$ cat config.mk
export PLATFORM = sky130hd
export DESIGN_NAME = cycle_phase_pi_corrector
export DESIGN_NICKNAME = d
export VERILOG_FILES = /design/src/hdl/cpc_pkg.sv /design/src/hdl/cpc_rem_unit.sv /design/src/hdl/cycle_phase_pi_corrector.sv
export SDC_FILE = /design/constraint.sdc
export NUM_CORES = 1
export LEC_CHECK = 0
export BUFFER_PORTS_ARGS = -buffer_cell sky130_fd_sc_hd__buf_4
export CAP_MARGIN = 20
export CORE_MARGIN = 4
export CORE_UTILIZATION = 41
export DETAILED_ROUTE_END_ITERATION = 8
export HOLD_SLACK_MARGIN = 0.1
export PLACE_DENSITY = 0.68
export SETUP_SLACK_MARGIN = 0.02
export SYNTH_ARGS = -nofsm -noshare
export SYNTH_HDL_FRONTEND = slang
export SYNTH_SLANG_ARGS = --single-unit
$ cat constraint.sdc
create_clock -name clk -period 7.8 [get_ports clk]
set_clock_uncertainty 0.15 [all_clocks]
set_input_delay 0 -clock clk [delete_from_list [all_inputs] [get_ports clk]]
set_output_delay 0 -clock clk [all_outputs]
set_load 0.05 [all_outputs]
$ cat src/hdl/cpc_pkg.sv
// ----------------------------------------------------------------------------
// cpc_pkg
// Types and constants shared by the cycle phase PI corrector and its
// serial remainder unit.
// ----------------------------------------------------------------------------
package cpc_pkg;

	localparam int TIME_W = 64;
	localparam int CYC_W  = 30;
	localparam int CFG_W  = 30;
	localparam int CORR_W = 29;
	localparam int PERR_W = 31;
	localparam int INT_W  = 32;
	localparam int IDX_W  = 2;

	// register map
	localparam logic [IDX_W-1:0] REG_ENABLE = 2'd0;
	localparam logic [IDX_W-1:0] REG_CYCLE  = 2'd1;
	localparam logic [IDX_W-1:0] REG_LEAD   = 2'd2;

	localparam logic [CYC_W-1:0] CYCLE_RST = 30'd1000000;
	localparam logic [CYC_W-1:0] LEAD_RST  = 30'd50000;

	// divisors of the proportional and integral terms
	localparam logic [6:0] P_DIV = 7'd100;
	localparam logic [4:0] I_DIV = 5'd20;

	localparam logic signed [INT_W-1:0] INT_MAX = {1'b0, {(INT_W-1){1'b1}}};
	localparam logic signed [INT_W-1:0] INT_MIN = {1'b1, {(INT_W-1){1'b0}}};

	typedef enum logic [5:0] {
		ST_IDLE = 6'b000001,
		ST_MOD  = 6'b000010,
		ST_FOLD = 6'b000100,
		ST_PREP = 6'b001000,
		ST_CDIV = 6'b010000,
		ST_OUT  = 6'b100000
	} state_t;

	typedef struct packed {
		logic busy;
		logic done;
	} rem_stat_t;

endpackage

$ cat src/hdl/cpc_rem_unit.sv
// ----------------------------------------------------------------------------
// cpc_rem_unit
// Serial restoring remainder: 64-bit dividend modulo a 30-bit divisor,
// two dividend bits per cycle.
// ----------------------------------------------------------------------------
module cpc_rem_unit import cpc_pkg::*; (
	input  logic              clk,
	input  logic              arst_n,
	input  logic              start,
	input  logic [TIME_W-1:0] dividend,
	input  logic [CYC_W-1:0]  divisor,
	output logic [CYC_W-1:0]  remainder,
	output rem_stat_t         stat
);

	localparam int STEPS = TIME_W / 2;
	localparam int CNT_W = $clog2(STEPS);

	logic [TIME_W-1:0] dvd_q;
	logic [CYC_W-1:0]  rem_q;
	logic [CNT_W-1:0]  cnt_q;
	logic              busy_q;
	logic              done_q;

	logic [CYC_W:0]    dv;
	logic [CYC_W:0]    r1;
	logic [CYC_W:0]    r2;
	logic [CYC_W-1:0]  rem1;
	logic [CYC_W-1:0]  rem2;

	always_comb begin
		dv   = {1'b0, divisor};
		r1   = {rem_q, dvd_q[TIME_W-1]};
		rem1 = (r1 >= dv) ? CYC_W'(r1 - dv) : r1[CYC_W-1:0];
		r2   = {rem1, dvd_q[TIME_W-2]};
		rem2 = (r2 >= dv) ? CYC_W'(r2 - dv) : r2[CYC_W-1:0];
	end

	always_ff @(posedge clk or negedge arst_n) begin
		if (!arst_n) begin
			busy_q <= 1'b0;
			done_q <= 1'b0;
			cnt_q  <= '0;
		end else if (start) begin
			busy_q <= 1'b1;
			done_q <= 1'b0;
			cnt_q  <= CNT_W'(STEPS - 1);
		end else if (busy_q) begin
			cnt_q <= cnt_q - 1'b1;
			if (cnt_q == '0) begin
				busy_q <= 1'b0;
				done_q <= 1'b1;
			end
		end else begin
			done_q <= 1'b0;
		end
	end

	always_ff @(posedge clk) begin
		if (start) begin
			dvd_q <= dividend;
			rem_q <= '0;
		end else if (busy_q) begin
			dvd_q <= {dvd_q[TIME_W-3:0], 2'b00};
			rem_q <= rem2;
		end
	end

	assign remainder = rem_q;
	assign stat.busy = busy_q;
	assign stat.done = done_q;

endmodule

$ cat src/hdl/cycle_phase_pi_corrector.sv
// ----------------------------------------------------------------------------
// cycle_phase_pi_corrector
// Enabled: an input transfer passes the remainder unit, the fold and integral
// step and the 32-step serial division by the P and I divisors before
// out_valid rises; disabled, it goes straight to output. One item at a time.
// A finished result waits in the output register while the next item enters.
// Reset: async, active low; registers return to enable 0, cycle 1000000 ns,
// lead 50000 ns, integral and last phase error 0.
// ----------------------------------------------------------------------------
module cycle_phase_pi_corrector import cpc_pkg::*; (
	input  logic                     clk,
	input  logic                     arst_n,
	input  logic                     cfg_we,
	input  logic [IDX_W-1:0]         cfg_index,
	input  logic [CFG_W-1:0]         cfg_data,
	input  logic                     in_valid,
	output logic                     in_ready,
	input  logic signed [TIME_W-1:0] bus_time_ns,
	output logic                     out_valid,
	input  logic                     out_ready,
	output logic signed [CORR_W-1:0] correction_ns,
	output logic signed [PERR_W-1:0] phase_error_ns
);

	localparam int CNT_W = $clog2(INT_W);

	logic              enable_q;
	logic [CYC_W-1:0]  cycle_q;
	logic [CYC_W-1:0]  lead_q;

	state_t            st_q;
	logic              vneg_q;
	logic              dis_q;
	logic signed [PERR_W-1:0] delta_q;
	logic signed [INT_W-1:0]  integral_q;

	logic [CNT_W-1:0]  cnt_q;
	logic [INT_W-1:0]  qd_q;
	logic [INT_W-1:0]  qi_q;
	logic [6:0]        rd_q;
	logic [4:0]        ri_q;
	logic              sd_q;
	logic              si_q;

	logic              out_valid_q;
	logic [CORR_W-1:0] corr_q;
	logic [PERR_W-1:0] perr_q;

	logic              in_xfer;
	logic              out_free;
	logic [TIME_W-1:0] t_u;
	logic [TIME_W-1:0] lead64;
	logic              t_ge;
	logic [TIME_W-1:0] mag;
	logic              rem_start;
	logic [CYC_W-1:0]  rem;
	rem_stat_t         rs;

	logic signed [PERR_W-1:0] delta_nx;
	logic signed [INT_W-1:0]  integral_nx;
	logic [PERR_W-1:0]        dabs;
	logic [7:0]        xd;
	logic [5:0]        xi;
	logic              bd;
	logic              bi;
	logic [6:0]        rd_nx;
	logic [4:0]        ri_nx;
	logic [CORR_W-1:0] corr_nx;

	assign in_ready = (st_q == ST_IDLE);
	assign in_xfer  = in_valid && in_ready;
	assign out_free = !out_valid_q || out_ready;

	// magnitude and sign of the exact difference bus_time - lead
	always_comb begin
		t_u    = bus_time_ns;
		lead64 = {{(TIME_W-CYC_W){1'b0}}, lead_q};
		t_ge   = !t_u[TIME_W-1] && (t_u >= lead64);
		mag    = t_ge ? (t_u - lead64) : (lead64 - t_u);
	end

	assign rem_start = in_xfer && enable_q;

	cpc_rem_unit u_rem (
		.clk       (clk),
		.arst_n    (arst_n),
		.start     (rem_start),
		.dividend  (mag),
		.divisor   (cycle_q),
		.remainder (rem),
		.stat      (rs)
	);

	// fold into (-cycle, cycle/2] and step the integral
	always_comb begin
		if (cycle_q == '0) begin
			delta_nx = '0;
		end else if (!vneg_q && (rem > (cycle_q >> 1))) begin
			delta_nx = $signed({1'b0, rem}) - $signed({1'b0, cycle_q});
		end else if (vneg_q) begin
			delta_nx = -$signed({1'b0, rem});
		end else begin
			delta_nx = $signed({1'b0, rem});
		end
		integral_nx = integral_q;
		if (delta_nx > 0 && integral_q != INT_MAX) begin
			integral_nx = integral_q + 1'b1;
		end else if (delta_nx < 0 && integral_q != INT_MIN) begin
			integral_nx = integral_q - 1'b1;
		end
	end

	// one quotient bit per cycle for both constant divisions
	always_comb begin
		dabs    = delta_q[PERR_W-1] ? PERR_W'(-delta_q) : PERR_W'(delta_q);
		xd      = {rd_q, qd_q[INT_W-1]};
		bd      = (xd >= {1'b0, P_DIV});
		rd_nx   = bd ? 7'(xd - {1'b0, P_DIV}) : xd[6:0];
		xi      = {ri_q, qi_q[INT_W-1]};
		bi      = (xi >= {1'b0, I_DIV});
		ri_nx   = bi ? 5'(xi - {1'b0, I_DIV}) : xi[4:0];
		corr_nx = (sd_q ? qd_q[CORR_W-1:0] : CORR_W'(-qd_q[CORR_W-1:0]))
		        + (si_q ? qi_q[CORR_W-1:0] : CORR_W'(-qi_q[CORR_W-1:0]));
	end

	always_ff @(posedge clk or negedge arst_n) begin
		if (!arst_n) begin
			enable_q <= 1'b0;
			cycle_q  <= CYCLE_RST;
			lead_q   <= LEAD_RST;
		end else if (cfg_we) begin
			case (cfg_index)
				REG_ENABLE: enable_q <= cfg_data[0];
				REG_CYCLE:  cycle_q  <= cfg_data;
				REG_LEAD:   lead_q   <= cfg_data;
				default:    ;
			endcase
		end
	end

	always_ff @(posedge clk or negedge arst_n) begin
		if (!arst_n) begin
			st_q        <= ST_IDLE;
			vneg_q      <= 1'b0;
			dis_q       <= 1'b0;
			delta_q     <= '0;
			integral_q  <= '0;
			cnt_q       <= '0;
			out_valid_q <= 1'b0;
		end else begin
			if (st_q == ST_OUT && out_free) begin
				out_valid_q <= 1'b1;
			end else if (out_ready) begin
				out_valid_q <= 1'b0;
			end
			case (st_q)
				ST_IDLE: begin
					if (in_xfer) begin
						vneg_q <= !t_ge;
						dis_q  <= !enable_q;
						st_q   <= enable_q ? ST_MOD : ST_OUT;
					end
				end
				ST_MOD: begin
					if (rs.done) begin
						st_q <= ST_FOLD;
					end
				end
				ST_FOLD: begin
					delta_q    <= delta_nx;
					integral_q <= integral_nx;
					st_q       <= ST_PREP;
				end
				ST_PREP: begin
					cnt_q <= CNT_W'(INT_W - 1);
					st_q  <= ST_CDIV;
				end
				ST_CDIV: begin
					cnt_q <= cnt_q - 1'b1;
					if (cnt_q == '0) begin
						st_q <= ST_OUT;
					end
				end
				ST_OUT: begin
					if (out_free) begin
						st_q <= ST_IDLE;
					end
				end
				default: st_q <= ST_IDLE;
			endcase
		end
	end

	// serial divider datapath and output payload
	always_ff @(posedge clk) begin
		if (st_q == ST_PREP) begin
			sd_q <= delta_q[PERR_W-1];
			si_q <= integral_q[INT_W-1];
			qd_q <= {{(INT_W-PERR_W){1'b0}}, dabs};
			qi_q <= integral_q[INT_W-1] ? INT_W'(-integral_q) : INT_W'(integral_q);
			rd_q <= '0;
			ri_q <= '0;
		end else if (st_q == ST_CDIV) begin
			qd_q <= {qd_q[INT_W-2:0], bd};
			qi_q <= {qi_q[INT_W-2:0], bi};
			rd_q <= rd_nx;
			ri_q <= ri_nx;
		end
		if (st_q == ST_OUT && out_free) begin
			corr_q <= dis_q ? '0 : corr_nx;
			perr_q <= delta_q;
		end
	end

	assign out_valid      = out_valid_q;
	assign correction_ns  = $signed(corr_q);
	assign phase_error_ns = $signed(perr_q);

	// remainder unit runs exactly while we wait on it
	a_mod_busy: assert property (@(posedge clk) disable iff (!arst_n)
		(st_q == ST_MOD) |-> (rs.busy || rs.done))
		else $error("remainder unit idle while waiting for remainder");

	a_done_in_mod: assert property (@(posedge clk) disable iff (!arst_n)
		rs.done |-> (st_q == ST_MOD))
		else $error("remainder done outside of modulo phase");

	a_dis_zero: assert property (@(posedge clk) disable iff (!arst_n)
		(st_q == ST_OUT && dis_q && out_free) |=> (correction_ns == '0))
		else $error("nonzero correction while disabled");

	a_rem_range: assert property (@(posedge clk) disable iff (!arst_n)
		(st_q == ST_CDIV) |-> (rd_q < P_DIV && ri_q < I_DIV))
		else $error("constant divider remainder out of range");

endmodule

# After elaboration in Yosys (flattened, before gate mapping)
# Index checks and enable logic that the tools add are counted.
# totals
elab_cells,128
out_inout_bits,62
register_bits,377
# classes
eq_ne,15
addsub,17
mux,37
order_cmp,8
n_reduce_logical,27
# op_table
operator,count
64-bit 2-to-1 mux,3
31-bit 2-to-1 mux,6
32-bit 2-to-1 mux,5
64-bit by 30-bit greater-or-equal comparator with 1-bit output,1
"32-bit != test, second input constant",2
30-bit by 64-bit subtractor with 64-bit output,1
64-bit by 30-bit subtractor with 64-bit output,1
31-bit by 30-bit greater-or-equal comparator with 1-bit output,2
30-bit 2-to-1 mux,2
30-bit subtractor,2
29-bit 2-to-1 mux,2
29-bit negator,2
6-bit case mux with 6 select lines,1
"32-bit by 1-bit adder with 32-bit output, second input constant",1
32-bit negator,1
"32-bit by 1-bit subtractor with 32-bit output, second input constant",1
"31-bit by 1-bit greater-than comparator with 1-bit output, second input constant",1
"31-bit by 1-bit less-than comparator with 1-bit output, second input constant",1
30-bit negator with 31-bit output,1
31-bit negator,1
30-bit by 30-bit subtractor with 31-bit output,1
30-bit by 29-bit greater-than comparator with 1-bit output,1
30-bit logical NOT,1
6-bit 2-to-1 mux,5
29 further kinds,59

# Longest topological paths before layout
# Gate-level depths: netlist (run 1).
# depth
ltp_word,8
depth_mapped,28
ltp_nobuf,27

# By module
# From an unflattened synthesis (run 1), not the netlist that was laid out.
# hier_totals
hier_cells,3669
area_unflattened_um2,32124.6
# modules_own_cells
module,area_per_inst_um2,seq_area_each_um2,cells_per_inst,instances
cycle_phase_pi_corrector,24368.4,7484.7,2838,1
cpc_rem_unit,7756.2,2697.6,831,1

# Worst setup path before layout (run 1)
# Ideal clock, no wire load.
# synth_timing
kind,register -> register
start,register cycle_q[17]
end,register integral_q[22]
period_less_slack_ns,7.289
n_path_buf,2
arrival_ns,7.014
required_ns,7.525
path_slack_ns,0.511
path_stages_with_launch,27
setup_ns,0.125
path_cell_list,dfstp_2 > inv_1 > ha_1 > clkbuf_1 > nand2_1 > o21ai_0 > a21o_1 > o41ai_2 > a21o_2 > clkbuf_8 > o311a_2 > a311oi_1 > nand4_1 > o211ai_1 > ha_1 > a211oi_1 > o21ai_0 > a31oi_1 > o211a_1 > nand2_1 > a21o_1 > o21ai_0 > or2b_2 > a21o_1 > a31o_2 > xor2_1 > mux2_4
# synth_between
elab_chain_len,8
elab_cells_between_ends,13
# synth_rtl
element,line,text
"start, declared",cycle_phase_pi_corrector.sv:28,logic [CYC_W-1:0] cycle_q;
"start signal, assigned",cycle_phase_pi_corrector.sv:134,REG_CYCLE: cycle_q <= cfg_data;
30-bit by 29-bit greater-than comparator with 1-bit output,cycle_phase_pi_corrector.sv:98,end else if (!vneg_q && (rem > (cycle_q >> 1))) begin
1-bit logical AND,cycle_phase_pi_corrector.sv:98,
31-bit 2-to-1 mux,cycle_phase_pi_corrector.sv:98,
31-bit 2-to-1 mux (*),cycle_phase_pi_corrector.sv:96,if (cycle_q == '0) begin
31-bit by 1-bit greater-than comparator with 1-bit output / 31-bit by 1-bit less-than comparator with 1-bit output (equally long branches),"cycle_phase_pi_corrector.sv:106, cycle_phase_pi_corrector.sv:108",
"1-bit logical AND, on equally long branches","cycle_phase_pi_corrector.sv:106, cycle_phase_pi_corrector.sv:108",
2-bit nonzero test (no source line),-,
2-bit AND reduction (no source line),-,
"end signal, assigned",cycle_phase_pi_corrector.sv:171,integral_q <= integral_nx;
"end, declared",cycle_phase_pi_corrector.sv:35,logic signed [INT_W-1:0] integral_q;
# Mark *: on every way between the ends. The rest lies on a longest branch, timed or not.
# A chain may end at the register's enable or synchronous reset.

# Worst setup path in the final report (run 1)
# layout_timing
start,register cycle_q[14]
end,register integral_q[22]
# Same word-level chain as after synthesis.

==> results of run 1 <==
critical path: cells and delay by family (launching register included):
| kind | cells | cell delay, ns |
|---|---|---|
| adders and majority gates | 2 | 0.81 |
| and+or+nand+nor | 3 | 0.56 |
| DFF | 1 | 0.54 |
| muxes | 1 | 0.25 |
| AOI/OAI and AO/OA | 17 | 4.43 |
| xor gates and xnor gates | 1 | 0.13 |
| buffers and inverters | 2 | 0.29 |
layout make-up:
class	count	area, sq um	share of cell area [%]
multi-input combinational	2845	19200	53.5
clock buffer	58	1300	3.63
antenna	1	2.50	0.00699
inverter	194	728	2.03
tap	969	1210	3.39
timing repair buffer	347	3000	8.39
clock inverter	28	203	0.566
sequential	377	10200	28.4
layout by cell type (no fill, tap or decap), drive strengths merged, types with 14 or more instances in the layout:
cell type    netlist  final
o211ai            20     20
inv              192    200
nor4              52     52
o21bai            21     21
and2              24     24
nand4             40     40
nor2b             30     30
xnor2            143    143
nor3              81     81
clkbuf           119     58
o31ai             37     37
nand3             65     65
clkinv             2     17
o21a              20     20
o41ai             24     24
a31oi             42     42
and3              35     35
nand2            388    388
or2               18     18
nand2b            42     42
mux2             101    101
dlygate4sd3        0    146
a21o             106    106
dfxtp             43     43
edfxtp           189    189
mux2i             25     25
dfrtp            131    131
or4               20     20
nor2             238    238
xor2             183    183
a211oi            28     28
buf               17    201
or3               28     28
o21ai            344    344
ha               223    223
a21oi            292    292
dfstp             14     14
flip-flops by register name, indices dropped and copies added (netlist names), 5 cells and up:
| name | count |
|---|---|
| u_rem.dvd_q | 64 |
| integral_q | 32 |
| qd_q | 32 |
| qi_q | 32 |
| delta_q | 31 |
| phase_error_ns | 31 |
| cycle_q | 30 |
| lead_q | 30 |
| u_rem.remainder | 30 |
| correction_ns | 29 |
| rd_q | 7 |
| st_q | 6 |
| cnt_q | 5 |
| ri_q | 5 |
| u_rem.cnt_q | 5 |
routing by layer:
layer  wire, um  vias up  part of all wire (%)  GRT usage [%]
li1           -    13439                     -              -
met1      40900    12936                    45           31.0
met2      41100      852                    46           36.3
met3       5310      152                   5.9           2.44
met4       2840        0                   3.2           6.59
met5          0        -                     0              0
metrics by stage:
stage	power (uW)	utilization, %	area (sq um)
floorplan	10900	-	30700
global placement	13200	44.1	32800
detailed placement	13300	44.1	32800
CTS	15700	48.1	35800
global route	17000	48.2	35800
finish	15800	48.2	35800
what timing repair did:
| action | CTS | global route |
|---|---|---|
| endpoints found under the setup margin | 0 | 2 |
| hold endpoints to repair | 223 | 0 |
| hold buffers | 147 | 0 |
| buffers inserted | 0 | 2 |
kinds of logic after synthesis:
logic type	count (synthesis)	share of synthesized area, %
buf+inv	330	4.49
fa+ha+maj	230	9.55
flops	377	33.2
xor+xnor	326	9.31
simple gates	1110	17.5
compound gates	1053	21.1
mux	126	4.87
power by group through the flow:
| stage | Sequential [uW] | Combinational [uW] | Clock, uW |
|---|---|---|---|
| finish | 3560 | 10100 | 2130 |
| floorplan | 3450 | 7480 | 0 |
| global placement | 3550 | 9690 | 0 |
| global route | 3630 | 11200 | 2260 |
| detailed placement | 3580 | 9760 | 0 |
| CTS | 3540 | 9930 | 2180 |
worst max path at each step:
stage,start,end,depth (start not counted)
after floorplan,cycle_q[17],integral_q[22],26
after global placement,cycle_q[14],integral_q[22],25
after detailed placement,cycle_q[14],integral_q[22],25
after CTS,cycle_q[14],integral_q[22],25
after global routing,cycle_q[14],integral_q[22],26
final,cycle_q[14],integral_q[22],26
==> qor.csv, run 1 <==
metric;value;unit
async_flop_share;38.5;%
critical_path.max_stage_delay;0.54;ns
avgSynthCellArea;8.63;sq um
worst_hold_slack;0.126;ns
worstPathRequired;8.12;ns
synth_edf_count;189;
seq_area_frac_synth;33.2;%
netlist_instances;3552;
cts-htree-levels;2;
drtPass1Iterations;6;
worst_r2r_startpoint;cycle_q[14];
netlist_area;0.0307;sq mm
cts.clk_slew.worst_paths;0.06;ns
path_class;flop to flop;
ios;163;
grt_pass1_vias;25676;
power_switching;7530;uW
routed_wl;90200;um
setup-violations-final;0;
antenna_found_initial;2;
yosysTopAreaCellShare;18.5;%
worst-path-max-fanout;30;
grt_overflow_total;0;
synthMostInstantiatedCell;nand2_1;
die_w;282;um
syn-num-nets;3883;
post-dp-hpwl;67800;um
critPathMostFrequentCell;o21ai_0;
worstHoldStart;bus_time_ns[4];
fp.coreArea;0.0743;sq mm
routed_via_density;5.68;
setup_tns;0;ns
yosysTopAreaCell;edfxtp_1;
hold_path_end;u_rem.dvd_q[5];
gp_congestion;0.943;
period_needed;7.29;ns
peakVddDrop;0.269;mV
cts.repair.resized;0;
via_count;27379;
worst_slew_pin_slew;1.10;ns
rsz0062_at_grt;false;
worstPathArrival;7.61;ns
drv_cap;0;
drc;0;
grt_max_degree;115;
relSlewSlack;26.8;%
clock-root-buffer;clkbuf_16;
endpoint_kind;flop;
track_usage;22.2;%
clockBufferDepth;3;
grt_pass1_wl;142000;um
num-nets-final;4142;
yosysWarnings;0;
p_sw_share;47.7;%
internal-power;8240;uW
p_clk_share;13.5;%
powerDensity;441;mW/mm^2
final_antenna_net_count;0;
leakage;0.0155;uW
power_frac_seq;22.6;%
wire_per_inst;18.7;um
r2r-end;integral_q[22];
yosys_most_used_dff;edfxtp_1;
outcome;complete, no violations;
io_buffers;162;
slew_viol_final;0;
slowest_stage;dfstp_2;
die-area;0.0792;sq mm
final_layout_size_suffix_gt1_share;11.7;%
fillCellCount;7099;
synthTopCellsByArea;edfxtp_1, dfrtp_1, ha_1;
stdcell_count;4819;
r2r_cells;26;
clk_latency;0.60;ns
hold_violations;0;
synth_common_cells;nand2_1, o21ai_0, a21oi_1, nor2_1, ha_1;
cts_made_buffers;46;
start_util;41.3;%
finalCritPeriodShare;93.5;%
syn_to_final_growth;16.7;%
setup_ws;0.510;ns
r2r_slack;0.51;ns
max_freq;137;MHz
synth_cell_types;94;
row_count;100;
dp_cells;4582;
ys_ff_latch;377;
die_y;282;um
crit_path_start_kind;flop;
hold_class;input pin to flop;
clkSinkCount;377;
post-place-ws;0.431;ns
detailedRoute.firstIterationViolations;2258;
cts_tree;yes;
hold_path_depth;5;
power_frac_comb;63.9;%
No activity file was read; power rests on OpenSTA's default activity.
==> inputs of run 2 (changes only) <==
--- a/config.mk
+++ b/config.mk
@@ -10,6 +10,7 @@
 export CORE_MARGIN = 4
 export CORE_UTILIZATION = 41
 export DETAILED_ROUTE_END_ITERATION = 8
+export GPL_TIMING_DRIVEN = 0
 export HOLD_SLACK_MARGIN = 0.1
 export PLACE_DENSITY = 0.68
 export SETUP_SLACK_MARGIN = 0.02
==> run 2 against run 1 <==
  * Worst setup slack lost 0.17 ns
  * Global-route usage grew 1.3 points
  * Cell count up 1.8%
  * Sequential power about the same
  * Via count is 3.5% higher
  * Register-to-register slack got worse by 0.17 ns
  * First-iteration DRC count down 2.0%
  * Flip-flop and latch count unchanged
  * Die area unchanged
  * Routed wire length rose by 6.5%
  * Largest cell class unchanged
==> qor.csv, run 2 (synthesis gave the netlist of run 1 again) <==
metric;value;unit
stdcell_count;4908;
worstPathRequired;8.12;ns
worst_hold_slack;0.124;ns
worstPathArrival;7.79;ns
dr_wl_met3;6430;um
drv_cap;0;
routed_wl;96000;um
grt_max_degree;92;
slew_viol_final;0;
hold_violations;0;
detailedRoute.firstIterationViolations;2212;
fp.coreArea;0.0743;sq mm
clock-root-buffer;clkbuf_16;
start_util;41.3;%
post-dp-hpwl;74500;um
final_antenna_net_count;0;
p_total;16000;uW
setup-violations-final;0;
crit_path_start;cycle_q[27];
drtPass1Iterations;6;
die_y;282;um
clk_latency;0.59;ns
crit_path_start_kind;flop;
final_cell_mix;nand2_1, o21ai_0, a21oi_1;
ios;163;
routed_via_density;5.77;
highest_layer;met4;
wl_met1;42000;um
largest_reg_flops;64;
leakage;0.0156;uW
syn_to_final_growth;18.3;%
r2r-end;integral_q[22];
num-nets-final;4234;
cts_made_buffers;46;
fin_util;48.8;%
via_count;28338;
grt_overflow_total;0;
slowest_stage;nor4_2;
critPathTopFamily;compound AO/OA/AOI/OAI gates;
final_common_cell;nand2_1;
die_w;282;um
top_register;u_rem.dvd_q;
worst_slew_pin_slew;1.14;ns
worstHoldStart;bus_time_ns[13];
grt_pass1_vias;26779;
critical_path.max_stage_delay;0.48;ns
critPathBufInv;5;
drc;0;
max_freq;134;MHz
hold_class;input pin to flop;
r2r_cells;28;
antenna_found_initial;0;
cts_tree;yes;
peakVddDrop;0.297;mV
worst-path-max-fanout;11;
cts-htree-levels;2;
n_antenna_cell;0;
worst_r2r_startpoint;cycle_q[27];
dp_cells;4686;
wl_met2;43900;um
die-area;0.0792;sq mm
clkSinkCount;377;
grt_pass1_wl;149000;um
powerDensity;441;mW/mm^2
rsz0062_at_grt;false;
r2r_slack;0.34;ns
wire_per_inst;19.6;um
outcome;complete, no violations;
clockBufferDepth;3;
endpoint_kind;flop;
finalCritPeriodShare;95.7;%
track_usage;23.4;%
cts.clk_slew.worst_paths;0.06;ns
gp_congestion;0.934;
final_layout_size_suffix_gt1_share;11.0;%
path_class;flop to flop;
regArea;0.0102;sq mm
row_count;100;
fillCellCount;7146;
hold_path_end;u_rem.dvd_q[13];
relSlewSlack;24.0;%
multi_input_area;0.0192;sq mm
period_needed;7.46;ns
critPathMostFrequentCell;buf_4;
io_buffers;157;
hold_path_depth;6;
## run 2: cell count changes in the layout (fill, tap and decap cells not counted), sizes merged, moves of 7 or more
cell,previous run,this run
buf,201,185
bufinv,0,7
clkbuf,58,173
dlygate4sd3,146,138
inv,200,192
## run 2: worst max path at each step
stage                    endpoint  slack, ns  cells past startpoint
2_1_floorplan      integral_q[22]       0.51                     26
3_3_place_gp       integral_q[22]      -1.46                     26
3_5_place_dp   u_rem.remainder[1]      -0.75                     27
4_1_cts        u_rem.remainder[6]       0.08                     27
5_1_grt            integral_q[22]       0.04                     30
6_report           integral_q[22]       0.34                     28
## run 2: report_power, final
| part | total, uW | internal [uW] | switching (uW) |
|---|---|---|---|
| combinational | 10300 | 4250 | 6020 |
| clock | 2220 | 1340 | 878 |
| sequential | 3540 | 2830 | 701 |
| total | 16000 | 8420 | 7600 |
## run 2: cell type report
cell class	count	share of cell area [%]
inverter	194	2.01
clock buffer	57	3.37
timing repair buffer	307	7.59
clock inverter	27	0.913
multi-input combinational	2845	53.0
tap	969	3.34
buffer	132	1.77
sequential	377	28.1
## run 2: through the flow
| stage | cell area, sq um | TNS [ns] | setup WS (ns) |
|---|---|---|---|
| CTS | 36200 | 0 | 0.0809 |
| global placement | 33100 | -32.49 | -1.46 |
| finish | 36300 | 0 | 0.338 |
| floorplan | 30700 | 0 | 0.511 |
| global route | 36300 | 0 | 0.0414 |
| detailed placement | 33200 | -18.84 | -0.747 |
## run 2: timing repair
action                                 CTS  global route
cloned                                   0             0
setup buffers                            2             0
hold buffers                           139             0
setup endpoints to repair               37            36
pin swaps                                2             1
gates resized for setup                  7            24
endpoints found under the hold margin  304             0
## run 2: tightest hold or removal path: cells and delay by family
kind	cells	cell delay, ns
xor gates and xnor gates	1	0.15
adders and majority gates	1	0.19
AOI/OAI and AO/OA	1	0.13
buffers and inverters	3	0.28
## run 2: routing by layer
| layer | global-route usage, % | vias up |
|---|---|---|
| met3 | 3.04 | 187 |
| li1 | - | 13630 |
| met5 | 0 | - |
| met4 | 8.67 | 0 |
| met2 | 38.4 | 1102 |
| met1 | 31.8 | 13419 |
